===== config.mk =====
export PLATFORM = sky130hd
export DESIGN_NAME = bqc_scale
export DESIGN_NICKNAME = d
export VERILOG_FILES = /design/src/hw/rtl/bqc_pkg.sv /design/src/hw/rtl/bqc_scale.sv
export SDC_FILE = /design/constraint.sdc
export NUM_CORES = 2
export LEC_CHECK = 0
export BUFFER_PORTS_ARGS = -buffer_cell sky130_fd_sc_hd__buf_4
export CORE_MARGIN = 4
export CORE_UTILIZATION = 30
export DETAILED_ROUTE_END_ITERATION = 8
export SLEW_MARGIN = 20
export SYNTH_ARGS = -nofsm -noshare
export SYNTH_HDL_FRONTEND = slang
export SYNTH_SLANG_ARGS = --single-unit

===== constraint.sdc =====
create_clock -name clk -period 8.47 [get_ports clk]
set_input_delay 1.694 -clock clk [delete_from_list [all_inputs] [get_ports clk]]
set_output_delay 1.694 -clock clk [all_outputs]
set_load 0.01 [all_outputs]

===== src/hw/rtl/bqc_pkg.sv =====
`default_nettype none

package bqc_pkg;

	localparam int unsigned OUT_DEPTH_DEF = 8;

	typedef logic signed [63:0] acc_t;
	typedef logic signed [32:0] coef_t;

	typedef struct packed {
		logic vld;
		acc_t val;
	} smp_t;

	// feedback terms are held negated
	typedef struct packed {
		coef_t b_far;
		coef_t b_near;
		coef_t na_far;
		coef_t na_near;
	} sec_coef_t;

	typedef enum logic [2:0] {
		CFG_INPUT_SCALE = 3'd0,
		CFG_S0_A_FAR    = 3'd1,
		CFG_S0_A_NEAR   = 3'd2,
		CFG_S1_A_FAR    = 3'd3,
		CFG_S1_A_NEAR   = 3'd4,
		CFG_B_FAR       = 3'd5,
		CFG_B_NEAR      = 3'd6
	} cfg_idx_t;

	localparam logic [47:0] SCALE_RST      = 48'd95871898;
	localparam coef_t       S0_NA_FAR_RST  = -33'sd517080460;
	localparam coef_t       S0_NA_NEAR_RST = 33'sd1052681842;
	localparam coef_t       S1_NA_FAR_RST  = -33'sd490306279;
	localparam coef_t       S1_NA_NEAR_RST = 33'sd1025939911;
	localparam coef_t       B_FAR_RST      = 33'sd536870912;
	localparam coef_t       B_NEAR_RST     = 33'sd1073741824;

endpackage

`default_nettype wire


===== src/hw/rtl/bqc_scale.sv =====
`default_nettype none

module bqc_scale (
	input  wire logic               clk,
	input  wire logic               arst_n,
	input  wire logic               take,
	input  wire logic signed [23:0] sample_in,
	input  wire logic        [47:0] input_scale,
	output bqc_pkg::smp_t           x_out
);

	logic               v_s0, v_s1, v_s2;
	logic signed [23:0] smp_s0;
	logic signed [47:0] pph_s1, ppl_s1;
	bqc_pkg::acc_t      x0_s2;
	logic        [71:0] prod;

	always_ff @(posedge clk or negedge arst_n) begin
		if (!arst_n) begin
			v_s0 <= 1'b0;
			v_s1 <= 1'b0;
			v_s2 <= 1'b0;
		end else begin
			v_s0 <= take;
			v_s1 <= v_s0;
			v_s2 <= v_s1;
		end
	end

	// exact sample * scale, floor-shifted by 23
	assign prod = {pph_s1, 24'd0} + {{24{ppl_s1[47]}}, ppl_s1};

	always_ff @(posedge clk) begin
		if (take) begin
			smp_s0 <= sample_in;
		end
		pph_s1 <= 48'(smp_s0) * 48'(signed'({1'b0, input_scale[47:24]}));
		ppl_s1 <= 48'(smp_s0) * 48'(signed'({1'b0, input_scale[23:0]}));
		x0_s2  <= {{15{prod[71]}}, prod[71:23]};
	end

	assign x_out.vld = v_s2;
	assign x_out.val = x0_s2;

endmodule

`default_nettype wire


== Word-level counts from Yosys, hierarchy flattened ==
Cells that the tools add are included.

* Logic and storage cells: 10
* Output and inout bits: 65
* Bits in registers: 172
* Input bits: 75

* Multipliers: 2
* $add $sub $neg: 1

{| class="wikitable"
|+ Operators by type and width
! operator !! number
|-
| $mul A24 B25 Y48 || 2
|-
| $add A72 B72 Y72 || 1
|}

== Depth between registers and ports, before layout ==
* Depth after elaboration: 1
* Gate-level depth with buffers: 27
* Depth with buffers taken out: 25

== Worst setup path before layout ==
Ideal clock, no wire load.

* Path kind: in2reg
* From: input port input_scale[16]
* To: register ppl_s1[38]
* Arrival time: 7.776 ns
* Stages on the path: 25
* Path slack: 0.568 ns
* Setup time: 0.127 ns
* Buffers on the path: 1
* Data required time: 8.343 ns
* Cell sequence: clkbuf_1 and2_1 fa_1 inv_1 fa_1 fa_1 inv_1 fa_1 inv_1 fa_1 inv_1 fa_1 inv_1 fa_1 inv_1 ha_1 a21oi_1 nor2_1 a211oi_1 a2111oi_2 nor3_2 o21ai_1 a21oi_1 o21ai_0 xor2_1

* Longest elaborated chain between the ends: 1

{| class="wikitable"
|+ Ends and longest elaborated chain
! what !! line !! source
|-
| start: declaration || bqc_scale.sv:8 || <nowiki>input wire logic [47:0] input_scale,</nowiki>
|-
| $mul A24 B25 Y48 || bqc_scale.sv:38 || <nowiki>ppl_s1 <= 48'(smp_s0) * 48'(signed'({1'b0, input_scale[23:0]}));</nowiki>
|-
| end signal: assignment || bqc_scale.sv:38 ||
|-
| end: declaration || bqc_scale.sv:14 || <nowiki>logic signed [47:0] pph_s1, ppl_s1;</nowiki>
|}

Every way passes these cells.
A chain may end at the register's enable or synchronous reset.

== Worst setup path in the final report ==
* From: input port input_scale[16]
* To: register ppl_s1[42]

The elaborated chain is that of the path after synthesis.

==> impl_metrics.csv <==
group,metric,value,unit
route,vias,31718,
run,maxCapViolCount,0,
clocking,hold_buffers,0,
synth,netlist_area,43800,um2
sta,whs,329,ps
sta,hold_violations,0,
global_routing,grt_max_degree,49,
clocking,cts.sink_count,149,
worst_setup_path,critPathKind,"input port to register",
route,viasPerCell,4.69,
synth,async_flop_share,2.01,%
worst_setup_path,worst-path-buf-inv,9,
clocking,clockBufferDepth,2,
synth,ys_types,78,
worst_setup_path,path_delay_family,"adder cells",
sta,min_period,7880,ps
synth,synth.net_count,6295,
sta,worst_slew_pin_slew,1150,ps
cells_and_area,final_common_cell,"inv_1",
clocking,clk_pin_slew,60,ps
cells_and_area,nets,6307,
cells_and_area,drive_gt1_share,6.42,%
route,postRouteAntennaNets,0,
sta,max_freq,127,MHz
placement,place_area,47200,um2
clocking,cts.repair.resized,0,
cells_and_area,final_cell_area,47800,um2
global_routing,grt_pass1_wl,199000,um
synth,postSynthCellCount,4821,
worst_setup_path,startpoint_type,"input port",
worst_setup_path,crit_top_cell,"fa_1",
worst_setup_path,crit_fanout,8,
worst_setup_path,critical_path_arrival,8240,ps
route,drtIter0Drc,1778,
die,coreArea,145000,um2
global_routing,antenna_found_initial,9,
sta,slew-limit-headroom,23.1,%
global_routing,grt.total_usage,16.8,%
clocking,htree_levels,4,
die,boundaryPins,140,
global_routing,grt_pass1_vias,34348,
cells_and_area,syn_to_final_growth,9.15,%
sta,setup_ws,594,ps
sta,min_period_over_period,93.0,%
route,wl_per_cell,18.4,um
sta,setup_violations,0,
cells_and_area,multi_input_area,35500,um2
sta,slew_viol_final,0,
min_path,hold_class,"register to register",
sta,rsz0062_at_grt,"no",
die,rows,140,
placement,pre_cts_ws,105,ps
cells_and_area,nFillCells,15025,
worst_setup_path,required,8840,ps
placement,hpwlAfterDp,102000,um
worst_setup_path,max_stage_delay,570,ps
route,wirelength,125000,um
synth,yosysWarnings,0,
sta,clock_skew,25.1,ps
synth,synth-edff-count,24,
run_status,status,"completed",
synth,ys_seq_elements,149,
worst_setup_path,cp_slowest_cell,"fa_1",
clocking,numCtsBuffers,17,
sta,tns,0,ps
die,dieArea,152000,um2
cells_and_area,layout_common_cells,"1,089 x inv_1, 964 x fa_1, 623 x nand2_1",
clocking,cts_tree,"yes",
die,die_w,390,um
clocking,cts_root_buf,"clkbuf_16",
global_routing,overflow,0,
route,route.detailed.drc,0,
synth,ys_seq_area_share,7.39,%
synth,synth_flop_cell,"dfxtp_1",
synth,synth.avg_cell_area,9.09,um2
placement,portBuffers,139,
route,dr.pass1.iters,5,
clocking,cts_setup_buffers,0,
die,fp.dieH,390,um
placement,gp_congestion,0.879,
worst_setup_path,end_kind,"register",
clocking,clkLatencyLatePin,510,ps
cells_and_area,regArea,3240,um2
die,start_util,30.1,%
[cell families (layout without fill, tap and decap cells)]
family | after synthesis | in the layout | share of synthesized area (%)
AOI/OAI and AO/OA | 355 | 355 | 5.39
xor gates and xnor gates | 110 | 110 | 2.20
adders and majority gates | 1399 | 1399 | 56.4
buffers and inverters | 1350 | 1374 | 11.7
DFF | 149 | 149 | 7.39
muxes | 1 | 1 | 0.0228
other | 0 | 4 | 0
and+or+nand+nor | 1457 | 1457 | 16.8
[worst paths after layout]
path / from / to / slack (ps) / cells past startpoint
max reg2reg: smp_s0[3]$_DFFE_PP_ / pph_s1[45]$_DFF_P_ / 910 / 22
min reg2reg: ppl_s1[23]$_DFF_P_ / x0_s2[0]$_DFF_P_ / 330 / 0
min in group asynchronous: arst_n / v_s0$_DFF_PN0_ / 980 / 1
max in group asynchronous: arst_n / v_s1$_DFF_PN0_ / 7400 / 1
min: ppl_s1[23]$_DFF_P_ / x0_s2[0]$_DFF_P_ / 330 / 0
max: input_scale[16] / ppl_s1[42]$_DFF_P_ / 590 / 27
[layout make-up]
type	instances	share of cell area [%]
tap	1917	5.01
timing repair buffer	254	4.33
clock inverter	10	0.225
antenna	4	0.0209
sequential	149	6.77
inverter	1089	8.54
clock buffer	21	0.986
multi-input combinational	3322	74.1
[per-layer routing]
metal	GRT usage, %	vias up	share of wire (%)
li1	-	14328	-
met1	22.7	16402	44
met2	28.3	837	48
met3	2.90	149	5.9
met4	3.85	2	2.0
met5	0	-	0.010
[per-stage QoR]
step / utilization, % / std cells
after floorplan: - / 4821
after global placement: 32.5 / 6727
after detailed placement: 32.5 / 6729
after CTS: 32.9 / 6760
after global routing: 32.9 / 6762
final: 32.9 / 6766
[Yosys cell counts, drive strengths merged (11+ instances only)]
cell / count / share of area (%)
inv: 1089 / 9.3
fa: 964 / 44
nand2: 624 / 5.3
and2: 562 / 8.0
ha: 435 / 12
clkbuf: 240 / 2.1
dfxtp: 122 / 5.6
a21oi: 108 / 1.2
xnor2: 75 / 1.5
nor2: 72 / 0.62
o21ai: 65 / 0.75
a21o: 49 / 0.84
nand2b: 40 / 0.57
nor2b: 37 / 0.53
xor2: 35 / 0.70
nand3: 28 / 0.32
nor3: 25 / 0.33
edfxtp: 24 / 1.6
nand4: 23 / 0.33
buf: 21 / 0.34
o21a: 18 / 0.31
a31oi: 13 / 0.19
and3: 13 / 0.19
o21bai: 13 / 0.22
a211oi: 11 / 0.20
[registers in the layout, indices dropped and copies added, names as in the netlist]
signal / cells
v_s0: 1
ppl_s1: 25
pph_s1: 48
smp_s0: 24
x0_s2: 49
v_s2: 1
v_s1: 1
Power is left out: the tool's default activity adds up to more than one toggle a clock period on the data nets, which glitch-free logic cannot reach.
