==> config.mk <==
export PLATFORM = sky130hd
export DESIGN_NAME = bqc_obuf
export DESIGN_NICKNAME = d
export VERILOG_FILES = /design/src/hw/rtl/bqc_pkg.sv /design/src/hw/rtl/bqc_obuf.sv
export SDC_FILE = /design/constraint.sdc
export NUM_CORES = 1
export LEC_CHECK = 0
export BUFFER_PORTS_ARGS = -buffer_cell sky130_fd_sc_hd__buf_2
export CAP_MARGIN = 20
export CELL_PAD_IN_SITES_DETAIL_PLACEMENT = 0
export CELL_PAD_IN_SITES_GLOBAL_PLACEMENT = 2
export CORE_ASPECT_RATIO = 1.5
export CORE_MARGIN = 8
export CORE_UTILIZATION = 45
export DETAILED_ROUTE_END_ITERATION = 8
export GPL_TIMING_DRIVEN = 0
export PLACE_DENSITY = 0.78
export SYNTH_ARGS = -nofsm -noshare
export SYNTH_HDL_FRONTEND = slang
export SYNTH_SLANG_ARGS = --single-unit
==> constraint.sdc <==
create_clock -name clk -period 5.4 [get_ports clk]
set_input_delay 1.08 -clock clk [delete_from_list [all_inputs] [get_ports clk]]
set_output_delay 1.08 -clock clk [all_outputs]
set_load 0.03 [all_outputs]
==> src/hw/rtl/bqc_pkg.sv <==
`default_nettype none

package bqc_pkg;

	localparam int unsigned OUT_DEPTH_DEF = 8;

	typedef logic signed [63:0] acc_t;
	typedef logic signed [32:0] coef_t;

	typedef struct packed {
		logic vld;
		acc_t val;
	} smp_t;

	// feedback terms are held negated
	typedef struct packed {
		coef_t b_far;
		coef_t b_near;
		coef_t na_far;
		coef_t na_near;
	} sec_coef_t;

	typedef enum logic [2:0] {
		CFG_INPUT_SCALE = 3'd0,
		CFG_S0_A_FAR    = 3'd1,
		CFG_S0_A_NEAR   = 3'd2,
		CFG_S1_A_FAR    = 3'd3,
		CFG_S1_A_NEAR   = 3'd4,
		CFG_B_FAR       = 3'd5,
		CFG_B_NEAR      = 3'd6
	} cfg_idx_t;

	localparam logic [47:0] SCALE_RST      = 48'd95871898;
	localparam coef_t       S0_NA_FAR_RST  = -33'sd517080460;
	localparam coef_t       S0_NA_NEAR_RST = 33'sd1052681842;
	localparam coef_t       S1_NA_FAR_RST  = -33'sd490306279;
	localparam coef_t       S1_NA_NEAR_RST = 33'sd1025939911;
	localparam coef_t       B_FAR_RST      = 33'sd536870912;
	localparam coef_t       B_NEAR_RST     = 33'sd1073741824;

endpackage

`default_nettype wire

==> src/hw/rtl/bqc_obuf.sv <==
`default_nettype none

module bqc_obuf #(
	parameter int unsigned DEPTH = bqc_pkg::OUT_DEPTH_DEF
) (
	input  wire logic          clk,
	input  wire logic          arst_n,
	input  wire bqc_pkg::smp_t y_in,
	input  wire logic          take,
	output logic               room,
	output logic               m_tvalid,
	input  wire logic          m_tready,
	output logic [31:0]        m_tdata,
	output logic               m_tuser
);

	localparam int unsigned PW = $clog2(DEPTH);
	localparam int unsigned CW = $clog2(DEPTH + 1);

	logic [32:0]   mem_q [DEPTH];
	logic [PW-1:0] wr_q, rd_q;
	logic [CW-1:0] fill_q, cred_q;
	logic          push, pop;
	logic [39:0]   o40;
	logic [32:0]   word;

	assign push = y_in.vld;
	assign pop  = m_tvalid & m_tready;

	// Q16.48 -> Q8.24 with clipping, flag in the top bit
	assign o40 = y_in.val[63:24];
	always_comb begin
		if (o40[39:31] == {9{o40[31]}}) begin
			word = {1'b0, o40[31:0]};
		end else if (o40[39]) begin
			word = {1'b1, 1'b1, 31'd0};
		end else begin
			word = {1'b1, 1'b0, {31{1'b1}}};
		end
	end

	always_ff @(posedge clk or negedge arst_n) begin
		if (!arst_n) begin
			wr_q   <= '0;
			rd_q   <= '0;
			fill_q <= '0;
			cred_q <= '0;
		end else begin
			if (push) begin
				wr_q <= (wr_q == PW'(DEPTH - 1)) ? '0 : wr_q + 1'b1;
			end
			if (pop) begin
				rd_q <= (rd_q == PW'(DEPTH - 1)) ? '0 : rd_q + 1'b1;
			end
			if (push & ~pop) begin
				fill_q <= fill_q + 1'b1;
			end else if (~push & pop) begin
				fill_q <= fill_q - 1'b1;
			end
			if (take & ~pop) begin
				cred_q <= cred_q + 1'b1;
			end else if (~take & pop) begin
				cred_q <= cred_q - 1'b1;
			end
		end
	end

	always_ff @(posedge clk) begin
		if (push) begin
			mem_q[wr_q] <= word;
		end
	end

	assign room     = cred_q < CW'(DEPTH);
	assign m_tvalid = fill_q != '0;
	assign m_tdata  = mem_q[rd_q][31:0];
	assign m_tuser  = mem_q[rd_q][32];

	a_no_ovf: assert property (@(posedge clk) disable iff (!arst_n)
		push |-> (fill_q < CW'(DEPTH)))
		else $error("output buffer written while full");

	a_cred: assert property (@(posedge clk) disable iff (!arst_n)
		fill_q <= cred_q)
		else $error("buffered results exceed outstanding credit");

endmodule

`default_nettype wire

; Word-level counts from Yosys, hierarchy flattened
; Memories as Yosys holds them, arrays and structs flattened.
; Index checks and enable logic that the tools add are counted.
[totals]
regBits = 14
wordCells = 36
out_inout_bits = 35
mem_bits_rw = 264
mem_count = 1
[mem_list]
columns = memory, words, width, rd, rd_ports_with_merged_regs, write_ports, line_no
row1 = mem_q, 8, 33, 1, 0, 1, bqc_obuf.sv:20  ; logic [32:0] mem_q [DEPTH];
[classes]
bitwise = 8
n_reduce_logical = 3
n_eq_ne = 3
order_cmp = 1
mux = 10
n_addsub = 6
[op_table]
columns = cell, n
row1 = $mux 33, 1
row2 = $mux 32, 1
row3 = $mux 4, 4
row4 = $add 4x1->4 const B, 2
row5 = $eq 8x8->1, 1
row6 = $sub 4x1->4 const B, 2
row7 = $add 3x1->3 const B, 2
row8 = $eq 3x3->1 const B, 2
row9 = $mux 3, 2
row10 = $and 1x1->1, 5
row11 = $lt 4x4->1 const B, 1
row12 = $reduce_bool 2->1, 2
row13 = $reduce_bool 4->1, 1
row14 = $not 1->1, 3
row15 = $mux 1, 2

; Depth between registers and ports, before layout
[depth]
ltp_word = 5
ltp_mapped = 8
depth_no_buf = 8

; Worst setup path before layout
; Ideal clock, no wire load.
[synth_path]
kind = input -> register
startpoint = input y_in[64] in the netlist's numbering
endpoint = memory mem_q[0][0] (enable)
setup_ns = 0.464
arrival_ns = 3.448
cell_stages = 2
path_slack_ns = 1.488
t_required_ns = 4.936
path_cell_list = nand2b_1 nor3_1
[synth_between]
elab_chain_len = 2
[synth_rtl]
columns = element, line_no
row1 = "start, declared", bqc_obuf.sv:8  ; input wire bqc_pkg::smp_t y_in,
row2 = $mux 1, bqc_obuf.sv:69  ; if (push) begin
row3 = $mux 1 (implied by the code), bqc_obuf.sv:70  ; mem_q[wr_q] <= word;
row4 = "end, declared", bqc_obuf.sv:20
; No other way between the ends.

; Worst setup path in the final report
[layout_path]
startpoint = register rd_q[2]
endpoint = output m_tdata[13]
[layout_between]
elab_chain_len = 1
[layout_rtl]
columns = element, line_no
row1 = "start, declared", bqc_obuf.sv:21  ; logic [PW-1:0] wr_q, rd_q;
row2 = "start signal, assigned", bqc_obuf.sv:53  ; rd_q <= (rd_q == PW'(DEPTH - 1)) ? '0 : rd_q + 1'b1;
row3 = $mem_v2 8x33, --
row4 = "end, declared", bqc_obuf.sv:13  ; output logic [31:0] m_tdata,
; No other way between the ends.

==> metrics.md <==
| Metric | Value |
|---|---|
| Final Hold Fails | `0` |
| Total Power | `approximately 7.4 mW` |
| CTS H-Tree Depth | `1` |
| Leak | `about 4.5 nW` |
| Pwr dens | `roughly 550 nW/µm²` |
| Initial Util | `a little under half` |
| Syn_nets | `640` |
| Area grow syn2layout | `16.9%` |
| CP Launch Type | `flop` |
| Part of the cycle the worst path needs | `65.8%` |
| First-pass GRT wire length | `between 30 and 40 mm` |
| Clock buffer count from CTS | `25` |
| Crit path DAT | `2.47 ns` |
| Top-area cell type share of the netlist area | `roughly 69%` |
| Layout Nets | `760` |
| Final wirelength | `25.2 mm` |
| Syn avg cell area | `about 20 µm²` |
| CTS Hold Bufs | `0` |
| Synth Warn # | `0` |
| Synth area leader | `edfxtp_1` |
| Worst-skew pair later-pin latency | `0.53 ns` |
| Vias in the first global route | `between 6000 and 7000` |
| CP required | `~4.3 ns` |
| Max_cap viols | `0` |
| Worst hold-check path type | `in2async` |
| Largest net degree at the start of global routing | `23` |
| Post-route antenna net violation count | `0` |
| Post-route DRC | `0` |
| Worst reg2reg path depth | `8` |
| Worst Tran Pin Value | `about 1 ns` |
| Layout cells sized above 1 | `between 30% and 40%` |
| Slew HR | `around 33%` |
| Port bufs | `78` |
| Critical path cell sequence | `buf_2 -> clkbuf_1 -> mux2_2 -> buf_2` |
| Initial antenna violation count | `0` |
| Drt first pass iters | `5` |
| Chip Height | `between 200 and 250 µm` |
| RSZ-0062 raised after global routing | `no` |
| Register area share after synthesis | `a little under three quarters` |
| Die width | `around 150 µm` |
| CTS tree | `built` |
| Worst path slowest cell | `clkbuf_1` |
| WL/cell | `roughly 25 µm` |
| Cell Area, Synth | `around 12000 µm²` |
| Synth area leaders | `edfxtp_1, mux4_2, dfrtp_1, mux4_1, a2bb2oi_1` |
| Crit-path most repeated cell | `buf_2` |
| Register area | `between 8000 and 9000 µm²` |
| Distinct cells, synth | `35` |
| Post-Syn Instances | `about 560` |
| Max Freq | `between 200 and 300 MHz` |
| First-iteration detailed-routing DRC count | `between 300 and 400` |
| Die area | `between 30000 and 40000 µm²` |
| Antenna fix cells | `0` |
| Hpwl dp | `~17 mm` |
| Dpl ws | `between 2 and 2.5 ns` |
| GRT Total Usage | `16.2%` |
| Clock skew | `between 0.01 and 0.015 ns` |
| Row Count | `between 70 and 80` |
| Postcts setup bufs | `0` |
| Synth Register Bits | `about 280` |
| Critical-path maximum fanout | `10` |
| CTS sink cnt | `about 280` |
| Endpoints failing setup | `0` |
| GRT overflow | `0` |
| GPL Wtd Cong | `between 0.7 and 0.8` |
| Final setup margin | `1.85 ns` |
| Vias per inst | `between 5 and 6` |
| VDD IR max | `~0.00029 V` |
| Multi-input gate area in the final layout | `~3100 µm²` |
| CORE AREA | `25100 µm²` |
| Clk pin slew, worst setup/hold paths | `roughly 0.070 ns` |
| Via count | `5833` |
| Clk root buf | `clkbuf_16` |
| Setup Crit Path Kind | `reg2out` |
| PostCTS Resize Cnt | `0` |
| I/O pins | `about 100` |
| Final Util | `53.5%` |
| Pins Over Slew Limit | `0` |
| Status | `completed` |
| Minimum clock period after layout | `3.55 ns` |
| Clock Tree Buf Depth | `3` |
| CP peak stage delay | `around 0.77 ns` |
| Fill cells | `1955` |
| Crit path capture type | `output port` |
==> synth_stat cells <==
cell         n
a2111o_1     2
a21oi_1      4
a2bb2oi_1   31
and4_1       2
buf_1        1
buf_12       3
buf_2        6
buf_6        1
clkbuf_1    23
clkbuf_4     3
dfrtp_1     14
edfxtp_1   264
fa_1         2
ha_1        10
inv_1        4
mux2_1       4
mux2_2      18
mux2_4      18
mux2i_1      2
mux4_1      11
mux4_2      55
nand2_1      9
nand2b_1     2
nand3_1     36
nand3b_1     3
nor2_1       8
nor3_1       4
nor4_1       2
o211ai_1     4
o21a_1       1
o21ai_0      1
o21ai_1      2
or3_1        2
or4_1        3
xnor2_1      4
==> through the flow <==
step | hold slack [ns] | setup TNS [ns] | cell area [µm²] | std cells
after global routing | 0.474 | 0 | 13400 | 1025
after CTS | 0.453 | 0 | 13400 | 1025
after detailed placement | 0.491 | 0 | 12600 | 980
after global placement | 0.482 | -74.15 | 12300 | 965
after floorplan | 0.462 | 0 | 11500 | 559
final | 0.453 | 0 | 13400 | 1025
==> logic make-up after synthesis <==
group / Yosys count / share of synthesized area [%]
and+or+nand+nor: 71 / 3.17
xor gates and xnor gates: 4 / 0.305
AOI/OAI and AO/OA: 45 / 3.19
adders and majority gates: 12 / 1.44
DFF: 278 / 72.0
muxes: 108 / 18.0
buffers and inverters: 41 / 1.99
==> where the power goes <==
part	total (mW)	switching (mW)	internal (mW)
logic	2.73	1.53	1.20
registers	2.83	0.119	2.71
clock network	1.85	0.757	1.09
==> per-layer routing <==
metal,part of all wire [%],GRT usage [%]
met5,0,0
met2,55,30.5
met1,38,19.0
met3,4.9,2.33
met4,1.9,4.28
==> critical path, delay by kind of cell (launching register included) <==
family	cells	cell delay, ns
buf+inv	3	1.17
flops	1	0.35
mux	1	0.42
==> final timing paths <==
path | start | to | slack, ns
setup / recovery | rd_q[2] | m_tdata[13] | 1.85
hold / removal | arst_n | cred_q[2] | 0.45
setup reg to reg | fill_q[0] | cred_q[3] | 2.42
hold reg to reg | cred_q[2] | cred_q[2] | 0.51
max in group asynchronous | arst_n | fill_q[0] | 4.68
min in group clk | cred_q[2] | cred_q[2] | 0.51
==> layout by cell type (no fill, tap or decap), types with 5 or more instances in the layout <==
cell,n
buf_2,84
mux4_2,55
buf_12,9
nand3_1,36
bufinv_16,5
nand2_1,9
buf_6,9
a2bb2oi_1,31
clkinv_2,5
mux2_2,18
mux4_1,11
clkbuf_16,25
dfrtp_1,14
clkbuf_1,26
mux2_4,18
ha_1,10
nor2_4,6
edfxtp_1,264
==> area by class of cell <==
cell class	count	area share [%]
multi-input cells	240	22.7
flip-flops and latches	278	61.6
well taps	328	3.05
repair buffers	93	4.58
inverters	4	0.112
plain buffers	37	1.59
clock buffers	28	4.74
clock inverters	17	1.65
==> sequential cells by signal, summed over array words and instances (netlist names) <==
| name | count |
|---|---|
| cred_q | 4 |
| fill_q | 4 |
| mem_q | 264 |
| rd_q | 3 |
| wr_q | 3 |
(Power assumes the default switching activity.)
